File: src/normalized_hash_dedup_set_core_defines.svh
// ----------------------------------------------------------------------------
// Assertion macros for the normalized hash dedup set core
// Concurrent assertion wrappers that can be compiled out with ASSERT_OFF.
// ----------------------------------------------------------------------------
`ifndef NORMALIZED_HASH_DEDUP_SET_CORE_DEFINES_SVH
`define NORMALIZED_HASH_DEDUP_SET_CORE_DEFINES_SVH

`ifndef ASSERT_OFF

// Antecedent holds in a cycle, consequent must hold in the same cycle.
`define NHDS_ASSERT_IMP(lbl, clk, rst, ante, cons) \
   lbl: assert property (@(posedge clk) disable iff (rst) (ante) |-> (cons)) \
      else $error("assertion failed: same-cycle implication");

// Antecedent holds in a cycle, consequent must hold in the next cycle.
`define NHDS_ASSERT_NXT(lbl, clk, rst, ante, cons) \
   lbl: assert property (@(posedge clk) disable iff (rst) (ante) |=> (cons)) \
      else $error("assertion failed: next-cycle implication");

`else

`define NHDS_ASSERT_IMP(lbl, clk, rst, ante, cons)
`define NHDS_ASSERT_NXT(lbl, clk, rst, ante, cons)

`endif

`endif

File: src/nhds_pkg.sv
// ----------------------------------------------------------------------------
// nhds_pkg
// Shared types, constants and hash helpers of the normalized hash dedup set.
// ----------------------------------------------------------------------------
`default_nettype none

package nhds_pkg;

   localparam int HASH_W     = 64;
   localparam int BYTE_W     = 8;
   localparam int TOTAL_W    = 11;
   localparam int TREE_FANIN = 32;

   localparam logic [HASH_W-1:0] FNV_BASIS = 64'hcbf2_9ce4_8422_2325;

   localparam logic [BYTE_W-1:0] NUL_CHAR    = 8'h00;
   localparam logic [BYTE_W-1:0] SPACE_CHAR  = 8'h20;
   localparam logic [BYTE_W-1:0] UPPER_A     = 8'h41;
   localparam logic [BYTE_W-1:0] UPPER_Z     = 8'h5a;
   localparam logic [BYTE_W-1:0] CASE_OFFSET = 8'h20;

   typedef enum logic [2:0] {
      S_IDLE,
      S_MIX,
      S_CMP,
      S_WAIT,
      S_DECIDE
   } state_type;

   typedef struct packed {
      logic cmp_en;
      logic shift_en;
   } cell_ctrl_type;

   // One FNV-1a step. The prime is 2^40 + 0x1b3, so the product is formed
   // from a handful of shifted copies instead of a full multiplier.
   function automatic logic [HASH_W-1:0] fnv_mix(input logic [HASH_W-1:0] h,
                                                 input logic [BYTE_W-1:0] b);
      logic [HASH_W-1:0] x;
      begin
         x = h ^ {{(HASH_W-BYTE_W){1'b0}}, b};
         fnv_mix = (x << 40) + (x << 8) + (x << 7) + (x << 5) + (x << 4)
                   + (x << 1) + x;
      end
   endfunction

   function automatic logic [BYTE_W-1:0] fold_case(input logic [BYTE_W-1:0] c);
      begin
         if (c inside {[UPPER_A:UPPER_Z]}) begin
            fold_case = c + CASE_OFFSET;
         end else begin
            fold_case = c;
         end
      end
   endfunction

endpackage

`default_nettype wire

File: src/nhds_or_stage.sv
// ----------------------------------------------------------------------------
// nhds_or_stage
// One registered level of the match-reduction tree.
// ----------------------------------------------------------------------------
`default_nettype none

module nhds_or_stage
   import nhds_pkg::*;
#(
   parameter  int IN_W  = 32,
   localparam int OUT_W = (IN_W + TREE_FANIN - 1) / TREE_FANIN
) (
   input  wire logic             clock,
   input  wire logic [IN_W-1:0]  bits,
   output logic      [OUT_W-1:0] ored
);

   logic [OUT_W-1:0] ored_ff;
   logic [OUT_W-1:0] ored_in;

   for (genvar g = 0; g < OUT_W; g++) begin : g_grp
      localparam int LO = g * TREE_FANIN;
      localparam int HI = ((LO + TREE_FANIN) < IN_W) ? (LO + TREE_FANIN - 1) : (IN_W - 1);
      assign ored_in[g] = |bits[HI:LO];
   end

   always_ff @(posedge clock) begin
      ored_ff <= ored_in;
   end

   assign ored = ored_ff;

endmodule

`default_nettype wire

File: config.mk
export PLATFORM = sky130hd
export DESIGN_NAME = nhds_or_stage
export DESIGN_NICKNAME = d
export VERILOG_FILES = /design/src/normalized_hash_dedup_set_core_defines.svh /design/src/nhds_pkg.sv /design/src/nhds_or_stage.sv
export SDC_FILE = /design/constraint.sdc
export NUM_CORES = 1
export LEC_CHECK = 0
export ABC_AREA = 0
export BUFFER_PORTS_ARGS = -buffer_cell sky130_fd_sc_hd__buf_2
export CAP_MARGIN = 15
export CORE_AREA = 2 2 39 41
export DETAILED_ROUTE_END_ITERATION = 8
export DIE_AREA = 0 0 41 43
export HOLD_SLACK_MARGIN = 0.08
export PLACE_DENSITY = 0.43
export RECOVER_POWER = 50
export SYNTH_ARGS = -nofsm -noshare
export SYNTH_HDL_FRONTEND = slang
export SYNTH_SLANG_ARGS = --single-unit
File: constraint.sdc
create_clock -name clock -period 1.2 [get_ports clock]
set_clock_uncertainty 0.1 [all_clocks]
set_input_delay 0.36 -clock clock [delete_from_list [all_inputs] [get_ports clock]]
set_output_delay 0.36 -clock clock [all_outputs]
set_load 0.05 [all_outputs]
==> impl_metrics.toml <==
[sta]
worst_margin_pin_slew_ps = 274
relSlewSlack_pct = 81.8
post-route-min-period_ps = 1290
hold-worst-slack_ps = 544
final.setup.worst_slack_ps = -89.9
setup_violations = 1
rsz0062_at_grt = "yes"
totalNegativeSetupSlack_ps = -89.9
timing.final.max_slew_violations = 0
fmax_mhz = 775
hold_violations = 0
final_critical_path_share_of_the_clock_period_pct = 107

[worst_setup_path]
critical_path.slowest_cell = "sky130_fd_sc_hd__nor4_1"
critPathMaxStageDelay_ps = 260
startpoint_type = "input pin"
cp_data_arrival_time_ps = 1070
critical_path.n_buffers_inverters = 1
critical_path.top_delay_family = "simple AND/OR/NAND/NOR gates"
critPathKind = "in2reg"
endpoint_required_time_on_the_critical_path_ps = 980
critPathCaptureType = "flip-flop"
worstPathCellList = "buf_2, nor4_1, nand4_1, or2_1"
critPathMaxFanout = 1

[floorplan]
chipHeight_um = 43
placementRows = 14
start_util_pct = 6.87
die_x_um = 41
design.portCount = 34
core_region_area_mm2 = 0.00138
die_area_mm2 = 0.00176

[flow_run]
max_cap_violations = 0

[route]
route.detailed.wl_per_inst_um = 9.21
detailedRoute.firstPassIterationCount = 1
wl_met2_um = 319
route.top_layer_used = "met3"
routed_metal_1_wire_length_um = 153
drcViolationCount = 0
wl_um = 562
final_antenna_net_count = 0
first_iter_violations = 0
via_count = 247
detail_route.vias_per_cell = 4.05
met3_length_um = 89

[cells_and_area]
drive_above_1_share_pct = 88.9
fillerInstances = 151
diodes = 0
fin_nets = 80
layout_commonest_cell = "sky130_fd_sc_hd__buf_2"
areaGrowthSynthToFinish_pct = 295
layout.core_utilization_pct = 27.1
seq_area_um2 = 20.0
largest_reg_flops = 1
most_used_cells_in_the_layout_excluding_fill_and_tap_cells = "sky130_fd_sc_hd__buf_2, sky130_fd_sc_hd__buf_6, sky130_fd_sc_hd__nor4_2, sky130_fd_sc_hd__nor4_4, sky130_fd_sc_hd__nand4_1"
multi_input_area_um2 = 139

[logic_synthesis]
post_synthesis_share_of_cell_area_spent_on_and_or_nand_and_nor_gates_pct = 78.9
synth_top_cell_by_area = "sky130_fd_sc_hd__nor4_1"
synth.area.mux_share_pct = 0
synthCells = 12
post-synth-top-area-fraction_pct = 46.1
synth_top_family_by_area = "simple AND/OR/NAND/NOR gates"
synth-adder-area-share_pct = 0
avgSynthCellArea_um2 = 7.92
synth.distinct_cells = 5
syn_area_um2 = 95.1
synth_compound_gate_area_share_pct = 0
mappedNetlistNets = 45
synth_area_leaders = "sky130_fd_sc_hd__nor4_1, sky130_fd_sc_hd__dfxtp_1, sky130_fd_sc_hd__nand4_1"
synthesis.yosys.warnings = 0
post_synth_xor_area_fraction_pct = 0
sequential_element_share_of_the_synthesized_area_pct = 21.1
synth_seq_cells = 1

[power]
powerDensity_mw_per_mm2 = 322
power_leakage_uw = 0.000161
vdd_ir_drop_max_mv = 0.0782

[cts]
cts.repair_timing.setup_buffer_count = 0
cts-hold-fix-buffers = 0
clk_pin_slew_worst_paths_ps = 0

[global_route]
grt_overflow = 0
grt.total_usage_pct = 5.80
grt_pass1_wl_um = 772
grt_max_degree = 2
via_count_of_the_first_global_routing_pass = 221
antenna_violations_before_repair = 0

[worst_hold_path]
min-delay-start = "bits[19]"
min_to = "ored"
holdCritPathClass = "in2reg"
min_delay_path_depth = 4

[outcome]
violations_in_the_final_reports = "negative setup slack"
outcome = "finished, violations left"

[placed_design]
place_ws_ps = -139
io_buffer_count = 33
routabilityCongestion = 0.593
## routing by layer
metal	vias up	global-route usage, %
met3	0	0
met4	0	0
met2	23	11.3
met5	-	0
li1	122	-
met1	102	6.98
## power breakdown
part	internal (uW)	total, uW	switching, uW
Combinational	55.2	87.1	31.9
Clock	0	0	0
Sequential	33.9	33.9	0.00000000623
Total	89.1	121	31.9
## logic make-up (layout without fill, tap and decap cells)
| kind of cell | Yosys count | count (layout) |
|---|---|---|
| simple gates | 11 | 11 |
| flops | 1 | 1 |
| buf+inv | 0 | 33 |
## worst max path at each step
stage                     cells past startpoint      from   end
after global routing                          4  bits[24]  ored
final                                         4  bits[28]  ored
after floorplan                               3  bits[28]  ored
after CTS                                     4  bits[26]  ored
after global placement                        4  bits[28]  ored
after detailed placement                      4  bits[20]  ored
## cell usage after synthesis
master and n:
sky130_fd_sc_hd__nor4_1 7, sky130_fd_sc_hd__nand4_1 2, sky130_fd_sc_hd__or2_1 1, sky130_fd_sc_hd__nor4_2 1
sky130_fd_sc_hd__dfxtp_1 1
## final cells by class
class                      count  share of cell area (%)
timing repair buffer          33                    52.3
multi-input combinational     11                    37.0
sequential                     1                    5.33
tap                           16                    5.33
## repair_timing
item,4_1_cts,5_1_grt
gates resized for setup,9,5
gates cloned,0,0
pin swaps,6,7
endpoints found under the setup margin,1,1
## stage by stage
| step | instances | total power (uW) | cell area, um^2 |
|---|---|---|---|
| 2_1_floorplan | 12 | 39.2 | 95.1 |
| 3_3_place_gp | 61 | 89.5 | 280 |
| 3_5_place_dp | 61 | 90.5 | 280 |
| 4_1_cts | 61 | 109 | 339 |
| 5_1_grt | 61 | 128 | 375 |
| 6_report | 61 | 121 | 375 |
No activity file was read; power rests on OpenSTA's default activity.
