===== src/normalized_hash_dedup_set_core_defines.svh =====
// ----------------------------------------------------------------------------
// Assertion macros for the normalized hash dedup set core
// Concurrent assertion wrappers that can be compiled out with ASSERT_OFF.
// ----------------------------------------------------------------------------
`ifndef NORMALIZED_HASH_DEDUP_SET_CORE_DEFINES_SVH
`define NORMALIZED_HASH_DEDUP_SET_CORE_DEFINES_SVH

`ifndef ASSERT_OFF

// Antecedent holds in a cycle, consequent must hold in the same cycle.
`define NHDS_ASSERT_IMP(lbl, clk, rst, ante, cons) \
   lbl: assert property (@(posedge clk) disable iff (rst) (ante) |-> (cons)) \
      else $error("assertion failed: same-cycle implication");

// Antecedent holds in a cycle, consequent must hold in the next cycle.
`define NHDS_ASSERT_NXT(lbl, clk, rst, ante, cons) \
   lbl: assert property (@(posedge clk) disable iff (rst) (ante) |=> (cons)) \
      else $error("assertion failed: next-cycle implication");

`else

`define NHDS_ASSERT_IMP(lbl, clk, rst, ante, cons)
`define NHDS_ASSERT_NXT(lbl, clk, rst, ante, cons)

`endif

`endif


===== src/nhds_pkg.sv =====
// ----------------------------------------------------------------------------
// nhds_pkg
// Shared types, constants and hash helpers of the normalized hash dedup set.
// ----------------------------------------------------------------------------
`default_nettype none

package nhds_pkg;

   localparam int HASH_W     = 64;
   localparam int BYTE_W     = 8;
   localparam int TOTAL_W    = 11;
   localparam int TREE_FANIN = 32;

   localparam logic [HASH_W-1:0] FNV_BASIS = 64'hcbf2_9ce4_8422_2325;

   localparam logic [BYTE_W-1:0] NUL_CHAR    = 8'h00;
   localparam logic [BYTE_W-1:0] SPACE_CHAR  = 8'h20;
   localparam logic [BYTE_W-1:0] UPPER_A     = 8'h41;
   localparam logic [BYTE_W-1:0] UPPER_Z     = 8'h5a;
   localparam logic [BYTE_W-1:0] CASE_OFFSET = 8'h20;

   typedef enum logic [2:0] {
      S_IDLE,
      S_MIX,
      S_CMP,
      S_WAIT,
      S_DECIDE
   } state_type;

   typedef struct packed {
      logic cmp_en;
      logic shift_en;
   } cell_ctrl_type;

   // One FNV-1a step. The prime is 2^40 + 0x1b3, so the product is formed
   // from a handful of shifted copies instead of a full multiplier.
   function automatic logic [HASH_W-1:0] fnv_mix(input logic [HASH_W-1:0] h,
                                                 input logic [BYTE_W-1:0] b);
      logic [HASH_W-1:0] x;
      begin
         x = h ^ {{(HASH_W-BYTE_W){1'b0}}, b};
         fnv_mix = (x << 40) + (x << 8) + (x << 7) + (x << 5) + (x << 4)
                   + (x << 1) + x;
      end
   endfunction

   function automatic logic [BYTE_W-1:0] fold_case(input logic [BYTE_W-1:0] c);
      begin
         if (c inside {[UPPER_A:UPPER_Z]}) begin
            fold_case = c + CASE_OFFSET;
         end else begin
            fold_case = c;
         end
      end
   endfunction

endpackage

`default_nettype wire


===== src/nhds_cell.sv =====
// ----------------------------------------------------------------------------
// nhds_cell
// One slot of the sorted hash chain: compare against the key, then keep,
// take the key, or take the left neighbor's entry on an insert.
// ----------------------------------------------------------------------------
`default_nettype none

module nhds_cell
   import nhds_pkg::*;
(
   input  wire logic                clock,
   input  wire logic                reset,
   input  wire cell_ctrl_type       ctrl,
   input  wire logic [HASH_W-1:0]   key,
   input  wire logic                occupied,
   input  wire logic                prev_lt,
   input  wire logic [HASH_W-1:0]   prev_entry,
   output logic                     lt,
   output logic                     eq,
   output logic [HASH_W-1:0]        entry
);

   logic              lt_ff;
   logic              eq_ff;
   logic [HASH_W-1:0] entry_ff;

   always_ff @(posedge clock) begin
      if (reset) begin
         lt_ff <= 1'b0;
         eq_ff <= 1'b0;
      end else if (ctrl.cmp_en) begin
         lt_ff <= occupied && (entry_ff < key);
         eq_ff <= occupied && (entry_ff == key);
      end
   end

   // Cells below the insertion point keep their entry; the cell at the
   // insertion point takes the key and every cell above it shifts up by one.
   always_ff @(posedge clock) begin
      if (ctrl.shift_en && !lt_ff) begin
         entry_ff <= prev_lt ? key : prev_entry;
      end
   end

   assign lt    = lt_ff;
   assign eq    = eq_ff;
   assign entry = entry_ff;

endmodule

`default_nettype wire


===== config.mk =====
export PLATFORM = sky130hd
export DESIGN_NAME = nhds_cell
export DESIGN_NICKNAME = d
export VERILOG_FILES = /design/src/normalized_hash_dedup_set_core_defines.svh /design/src/nhds_pkg.sv /design/src/nhds_cell.sv
export SDC_FILE = /design/constraint.sdc
export NUM_CORES = 1
export LEC_CHECK = 0
export ABC_AREA = 1
export BUFFER_PORTS_ARGS = -buffer_cell sky130_fd_sc_hd__buf_2
export CORE_MARGIN = 5
export CORE_UTILIZATION = 43
export CTS_CLUSTER_DIAMETER = 200
export CTS_CLUSTER_SIZE = 10
export DETAILED_ROUTE_END_ITERATION = 8
export PLACE_DENSITY_LB_ADDON = 0.2
export RECOVER_POWER = 100
export REMOVE_ABC_BUFFERS = 1
export SLEW_MARGIN = 15
export SYNTH_ARGS = -nofsm -noshare
export SYNTH_HDL_FRONTEND = slang
export SYNTH_SLANG_ARGS = --single-unit

===== constraint.sdc =====
create_clock -name clock -period 3.7 [get_ports clock]
set_clock_uncertainty 0.1 [all_clocks]
set_input_delay 0.37 -clock clock [delete_from_list [all_inputs] [get_ports clock]]
set_output_delay 0.37 -clock clock [all_outputs]
set_load 0.01 [all_outputs]

==> results of run 1 <==
==> power breakdown <==
part / switching [mW] / total, mW / internal, mW
combinational: 0.249 / 0.430 / 0.180
clock: 0.283 / 0.655 / 0.372
sequential: 0.0314 / 0.922 / 0.891
==> logic make-up after synthesis <==
group	after synthesis
compound gates	96
mux	1
buf+inv	105
fa+ha+maj	64
simple gates	182
flops	66
==> worst max-delay path: cells and delay by family <==
kind                   cells  cell delay (ns)
buffers and inverters      2             1.78
AO/OA/AOI/OAI              1             0.11
==> sequential cells by signal, indices dropped and copies added (netlist names) <==
signal,flops
entry,64
lt,1
eq,1
==> placed cells by master (no fill, tap or decap), drive strengths merged <==
master,instances
buf,134
inv,91
a21oi,89
nor2,87
nand2,82
clkbuf,76
ha,64
edfxtp,64
nand4,7
o21ai,4
clkinv,4
nand3,4
a21o,3
nor3,2
bufinv,2
dfxtp,2
mux2,1
clkinvlp,1
==> routing by layer <==
metal	up-vias	global-route usage	routed length [microns]
li1	2091	-	-
met1	1813	0.212	4630
met2	140	0.299	5450
met3	11	0.0633	995
met4	0	0.0519	150
met5	-	0	0
==> layout make-up <==
class                   count  area (sq um)  area share
repair buffers            201           941       0.166
clock buffers               9           124      0.0219
inverters                  91           342      0.0603
clock inverters             7          83.8      0.0148
well taps                 136           170      0.0300
multi-input cells         343          2040       0.360
flip-flops and latches     66          1960       0.346
==> per-stage QoR <==
stage	setup slack [ns]	instance area (sq um)	total power, mW
finish	1.33	5660	2.01
global route	1.11	5660	2.13
CTS	1.83	5760	2.05
detailed placement	1.71	5550	1.39
global placement	1.73	5550	1.37
floorplan	0.0181	4350	1.18
==> worst paths after layout <==
check,start,end,slack [ns],cells past startpoint
setup / recovery,prev_lt,entry[43]$_DFFE_PP_,1.33,3
hold / removal,reset,eq$_SDFFE_PP0P_,0.1,2
setup reg to reg,entry[55]$_DFFE_PP_,lt$_SDFFE_PP0P_,1.84,10
hold reg to reg,eq$_SDFFE_PP0P_,eq$_SDFFE_PP0P_,0.37,2
==> Yosys cell counts <==
master,instances
a21oi_1,89
ha_1,64
buf_2,6
edfxtp_1,64
nand2_2,1
nand2_1,81
nand4_1,6
buf_1,4
inv_1,89
nand3_2,2
a21o_1,3
nand3_1,2
inv_2,2
nor2_4,1
clkbuf_1,4
nor3_1,2
mux2_2,1
dfxtp_1,2
o21ai_0,4
nor2_2,3
nand4_2,1
nor2_1,83
==> flow_summary.yaml, run 1 <==
final_layout:
  antenna_cells: 0
  area_growth_pct: 28.5
  fin_cells: 853
  finish.utilization: 0.559
  drive_above_1_share: 0.220
  nets: 910
  fillers: 1003
grt:
  groute.usage.overall: 0.177
  grt_pass1_wl_microns: 18200
  overflow: 0
  grt_pass1_vias: 4101
  grt_max_degree: 105
  grt_antenna_before_repair: 0
timing:
  report.final.slew_viol_count: 105
  fin_crit_ns: 2.37
  slew_headroom: -0.271
  rsz0062_at_grt: "false"
  timing_hold_violations_final: 0
  totalNegativeSetupSlack_ns: 0
  worst_pin_slew_ns: 1.91
  fmax_mhz: 422
  timing.hold.ws_ns: 0.0983
  setup_viol: 0
  fin_crit_sh: 0.641
setup_path:
  crit_path_start_kind: "input port"
  cpPeakStageDelay_ns: 1.32
  path_cells: "clkbuf_2, buf_4, a21oi_1"
  critical_path.slowest_cell: "clkbuf_2"
  end_kind: "register"
  critPathRequiredTime_ns: 3.68
  path_max_fanout: 104
  critPathKind: "input port to register"
  crit_arrival_ns: 2.35
yosys:
  synthMuxAreaShare: 0.00256
  yosys.area_share.simple: 0.168
  synth-compound-area-share: 0.111
  synthAdderAreaFrac: 0.182
  synth_area_per_cell_sq_um: 8.57
  synth-xor-area-share: 0
  netlist.area_leader.share: 0.436
  yosys_warnings: 0
  syn_area_sq_um: 4410
  synth_top_family_by_area: "adder cells"
  ys_types: 22
  synth.area.top_cells: "edfxtp_1 (44%), ha_1 (18%), a21oi_1 (10%), inv_1 (7.6%), nor2_1 (7.1%)"
  synth_largest_area_cell: "edfxtp_1"
  syn-instance-count: 514
  ys_ff_latch: 66
  seq_area_frac_synth: 0.445
detailed_routing:
  drcViolationCount: 0
  first_pass_iters: 5
  drt_iter0_drc: 183
  vias_per_cell: 4.75
  via_count: 4055
  ant_nets: 0
  post_drt_wl_per_cell_microns: 13.2
  routed_wirelength_microns: 11200
cts:
  cts_buffer_depth: 2
  cts_inserted_buffers: 9
  hold_buffers: 0
  postCtsResizedCells: 0
  cts_tree: "done"
  clk_pin_slew_worst_paths_ns: 0.08
  htreeDepth: 3
  clkSinkCount: 66
  cts_setup_buffers: 0
  clkLatencyLatePin_ns: 0.34
  root_buffer: "clkbuf_8"
power:
  ir_drop_v: 0.000193
  cellPowerDensity_nw_per_um2: 354
  power_leakage_nw: 2.84
place:
  gp_congestion: 0.816
  dp_cells: 837
  numPortBuffers: 199
  dp_hpwl_microns: 9070
worst_hold_path:
  min_path_type: "input port to register"
floorplan:
  start_util: 0.435
  row_count: 37
  core-area_sq_um: 10100
  die_y_microns: 111
  die_w_microns: 111
  dieArea_sq_um: 12400
  pin_count: 200
run_status:
  failed_checks: "max-capacitance violations, max-slew violations"
  outcome: "complete, but fails checks"
run:
  cap_violations: 1
(Power assumes the default switching activity.)
==> run 2, diff against run 1 <==
Settings changed: CORE_UTILIZATION 43 to 48.
Clock period 3.7 ns to 2.4 ns, I/O delays scaled along.
==> run 2 against run 1 <==
  * First-iteration DRC count fell by 31%
  * Combinational power grew 55%
  * Sequential power up 54%
  * Non-clock buffer count is 3 higher
  * Critical endpoint is now entry[4]$_DFFE_PP_
  * Critical path type unchanged
  * Sequential cell count unchanged
  * Hold slack worse by 0.0077 ns
  * Core utilization grew 6.0 points
  * Final cell count down 2.6%
  * The run now ends clean
  * Clock power up 42%
  * Total power is 50% higher
  * Largest cell class unchanged
  * Worst setup slack got worse by 0.76 ns
==> flow_summary.yaml, run 2 (same netlist as run 1, synthesis figures left out) <==
run_status:
  outcome: "complete, no violations"
cts:
  postCtsResizedCells: 0
  clkSinkCount: 66
  htreeDepth: 3
  cts_buffer_depth: 2
  clk_pin_slew_worst_paths_ns: 0.07
  root_buffer: "clkbuf_8"
  hold_buffers: 1
  cts_inserted_buffers: 9
  cts_setup_buffers: 0
  clkLatencyLatePin_ns: 0.33
  cts_tree: "done"
final_layout:
  nets: 913
  fillers: 839
  largest_reg_flops: 64
  stdcell_area_sq_um: 5630
  antenna_cells: 0
  layout_common_cells: "buf_2 (132), inv_1 (89), a21oi_1 (89)"
  fin_cells: 831
  final_common_cell: "buf_2"
  finish.utilization: 0.619
  drive_above_1_share: 0.219
  area_growth_pct: 27.9
detailed_routing:
  via_count: 4048
  routed_wirelength_microns: 11100
  drt_iter0_drc: 127
  post_drt_wl_per_cell_microns: 13.4
  vias_per_cell: 4.87
  drcViolationCount: 0
  ant_nets: 0
  first_pass_iters: 4
setup_path:
  crit_arrival_ns: 1.80
  crit_path_start_kind: "input port"
  r2r-end: "lt$_SDFFE_PP0P_"
  r2r_start: "entry[39]$_DFFE_PP_"
  startpoint: "prev_lt"
  critPathKind: "input port to register"
  reg2reg_depth: 10
  r2r_slack_ns: 0.59
  critPathRequiredTime_ns: 2.37
  path_max_fanout: 32
  end_kind: "register"
power:
  power_mw: 3.01
  power_leakage_nw: 2.84
  ir_drop_v: 0.000400
  cellPowerDensity_nw_per_um2: 535
floorplan:
  pin_count: 200
  dieArea_sq_um: 11200
  die_y_microns: 106
  core-area_sq_um: 9110
  start_util: 0.484
  die_w_microns: 106
  row_count: 35
grt:
  groute.usage.overall: 0.193
  overflow: 0
  grt_antenna_before_repair: 1
  grt_pass1_vias: 3921
  grtUsageMet1: 0.230
  grt_use_met3: 0.0594
  globalRouteMet2Util: 0.333
  grt_pass1_wl_microns: 17500
  busiest_layer: "met2"
  grt_max_degree: 67
worst_hold_path:
  min_from: "ctrl[1]"
  min_path_type: "input port to register"
  holdPathStages: 4
  worstHoldEndpoint: "eq$_SDFFE_PP0P_"
place:
  gp_congestion: 0.789
  numPortBuffers: 199
  dp_hpwl_microns: 9150
  dp_cells: 814
  placed_area_sq_um: 5530
timing:
  rsz0062_at_grt: "false"
  totalNegativeSetupSlack_ns: 0
  fmax_mhz: 546
  worst_pin_slew_ns: 1.33
  report.final.slew_viol_count: 0
  fin_crit_sh: 0.763
  setup_viol: 0
  slew_headroom: 0.114
  timing_hold_violations_final: 0
  fin_crit_ns: 1.83
run:
  cap_violations: 0
==> run 2: through the flow <==
stage	setup WS (ns)	hold slack, ns
floorplan	-1.23	0.209
global placement	0.696	0.317
detailed placement	0.629	0.320
CTS	0.617	0.0682
global route	0.409	0.0883
finish	0.569	0.0905
==> run 2: power breakdown <==
part,total (mW),switching [mW],internal (mW)
Sequential,1.42,0.0454,1.37
Combinational,0.666,0.389,0.277
Clock,0.928,0.422,0.506
==> run 2: worst max-delay path by stage <==
stage,endpoint,slack [ns],cells past startpoint
2_1_floorplan,entry[0]$_DFFE_PP_,-1.23,1
3_3_place_gp,lt$_SDFFE_PP0P_,0.70,10
3_5_place_dp,lt$_SDFFE_PP0P_,0.63,10
4_1_cts,lt$_SDFFE_PP0P_,0.62,10
5_1_grt,entry[14]$_DFFE_PP_,0.41,4
6_report,entry[4]$_DFFE_PP_,0.57,3
==> run 2: worst max-delay path: stages <==
cell      delay (ns)
clkbuf_1        0.94
buf_4           0.47
a21oi_1         0.12
==> run 2: cell type report <==
class | count | area (sq um) | share of cell area
Clock buffer | 13 | 149 | 0.0264
Clock inverter | 3 | 38.8 | 0.00688
Inverter | 91 | 342 | 0.0606
Multi-Input combinational cell | 343 | 2040 | 0.363
Sequential cell | 66 | 1960 | 0.348
Tap cell | 111 | 139 | 0.0247
Timing Repair Buffer | 204 | 960 | 0.170
==> run 2: per-layer routing <==
layer	routed length (microns)	vias up	part of all wire
li1	-	2098	-
met5	7	-	0.00063
met1	4760	1795	0.43
met3	737	19	0.066
met2	5460	134	0.49
met4	182	2	0.016
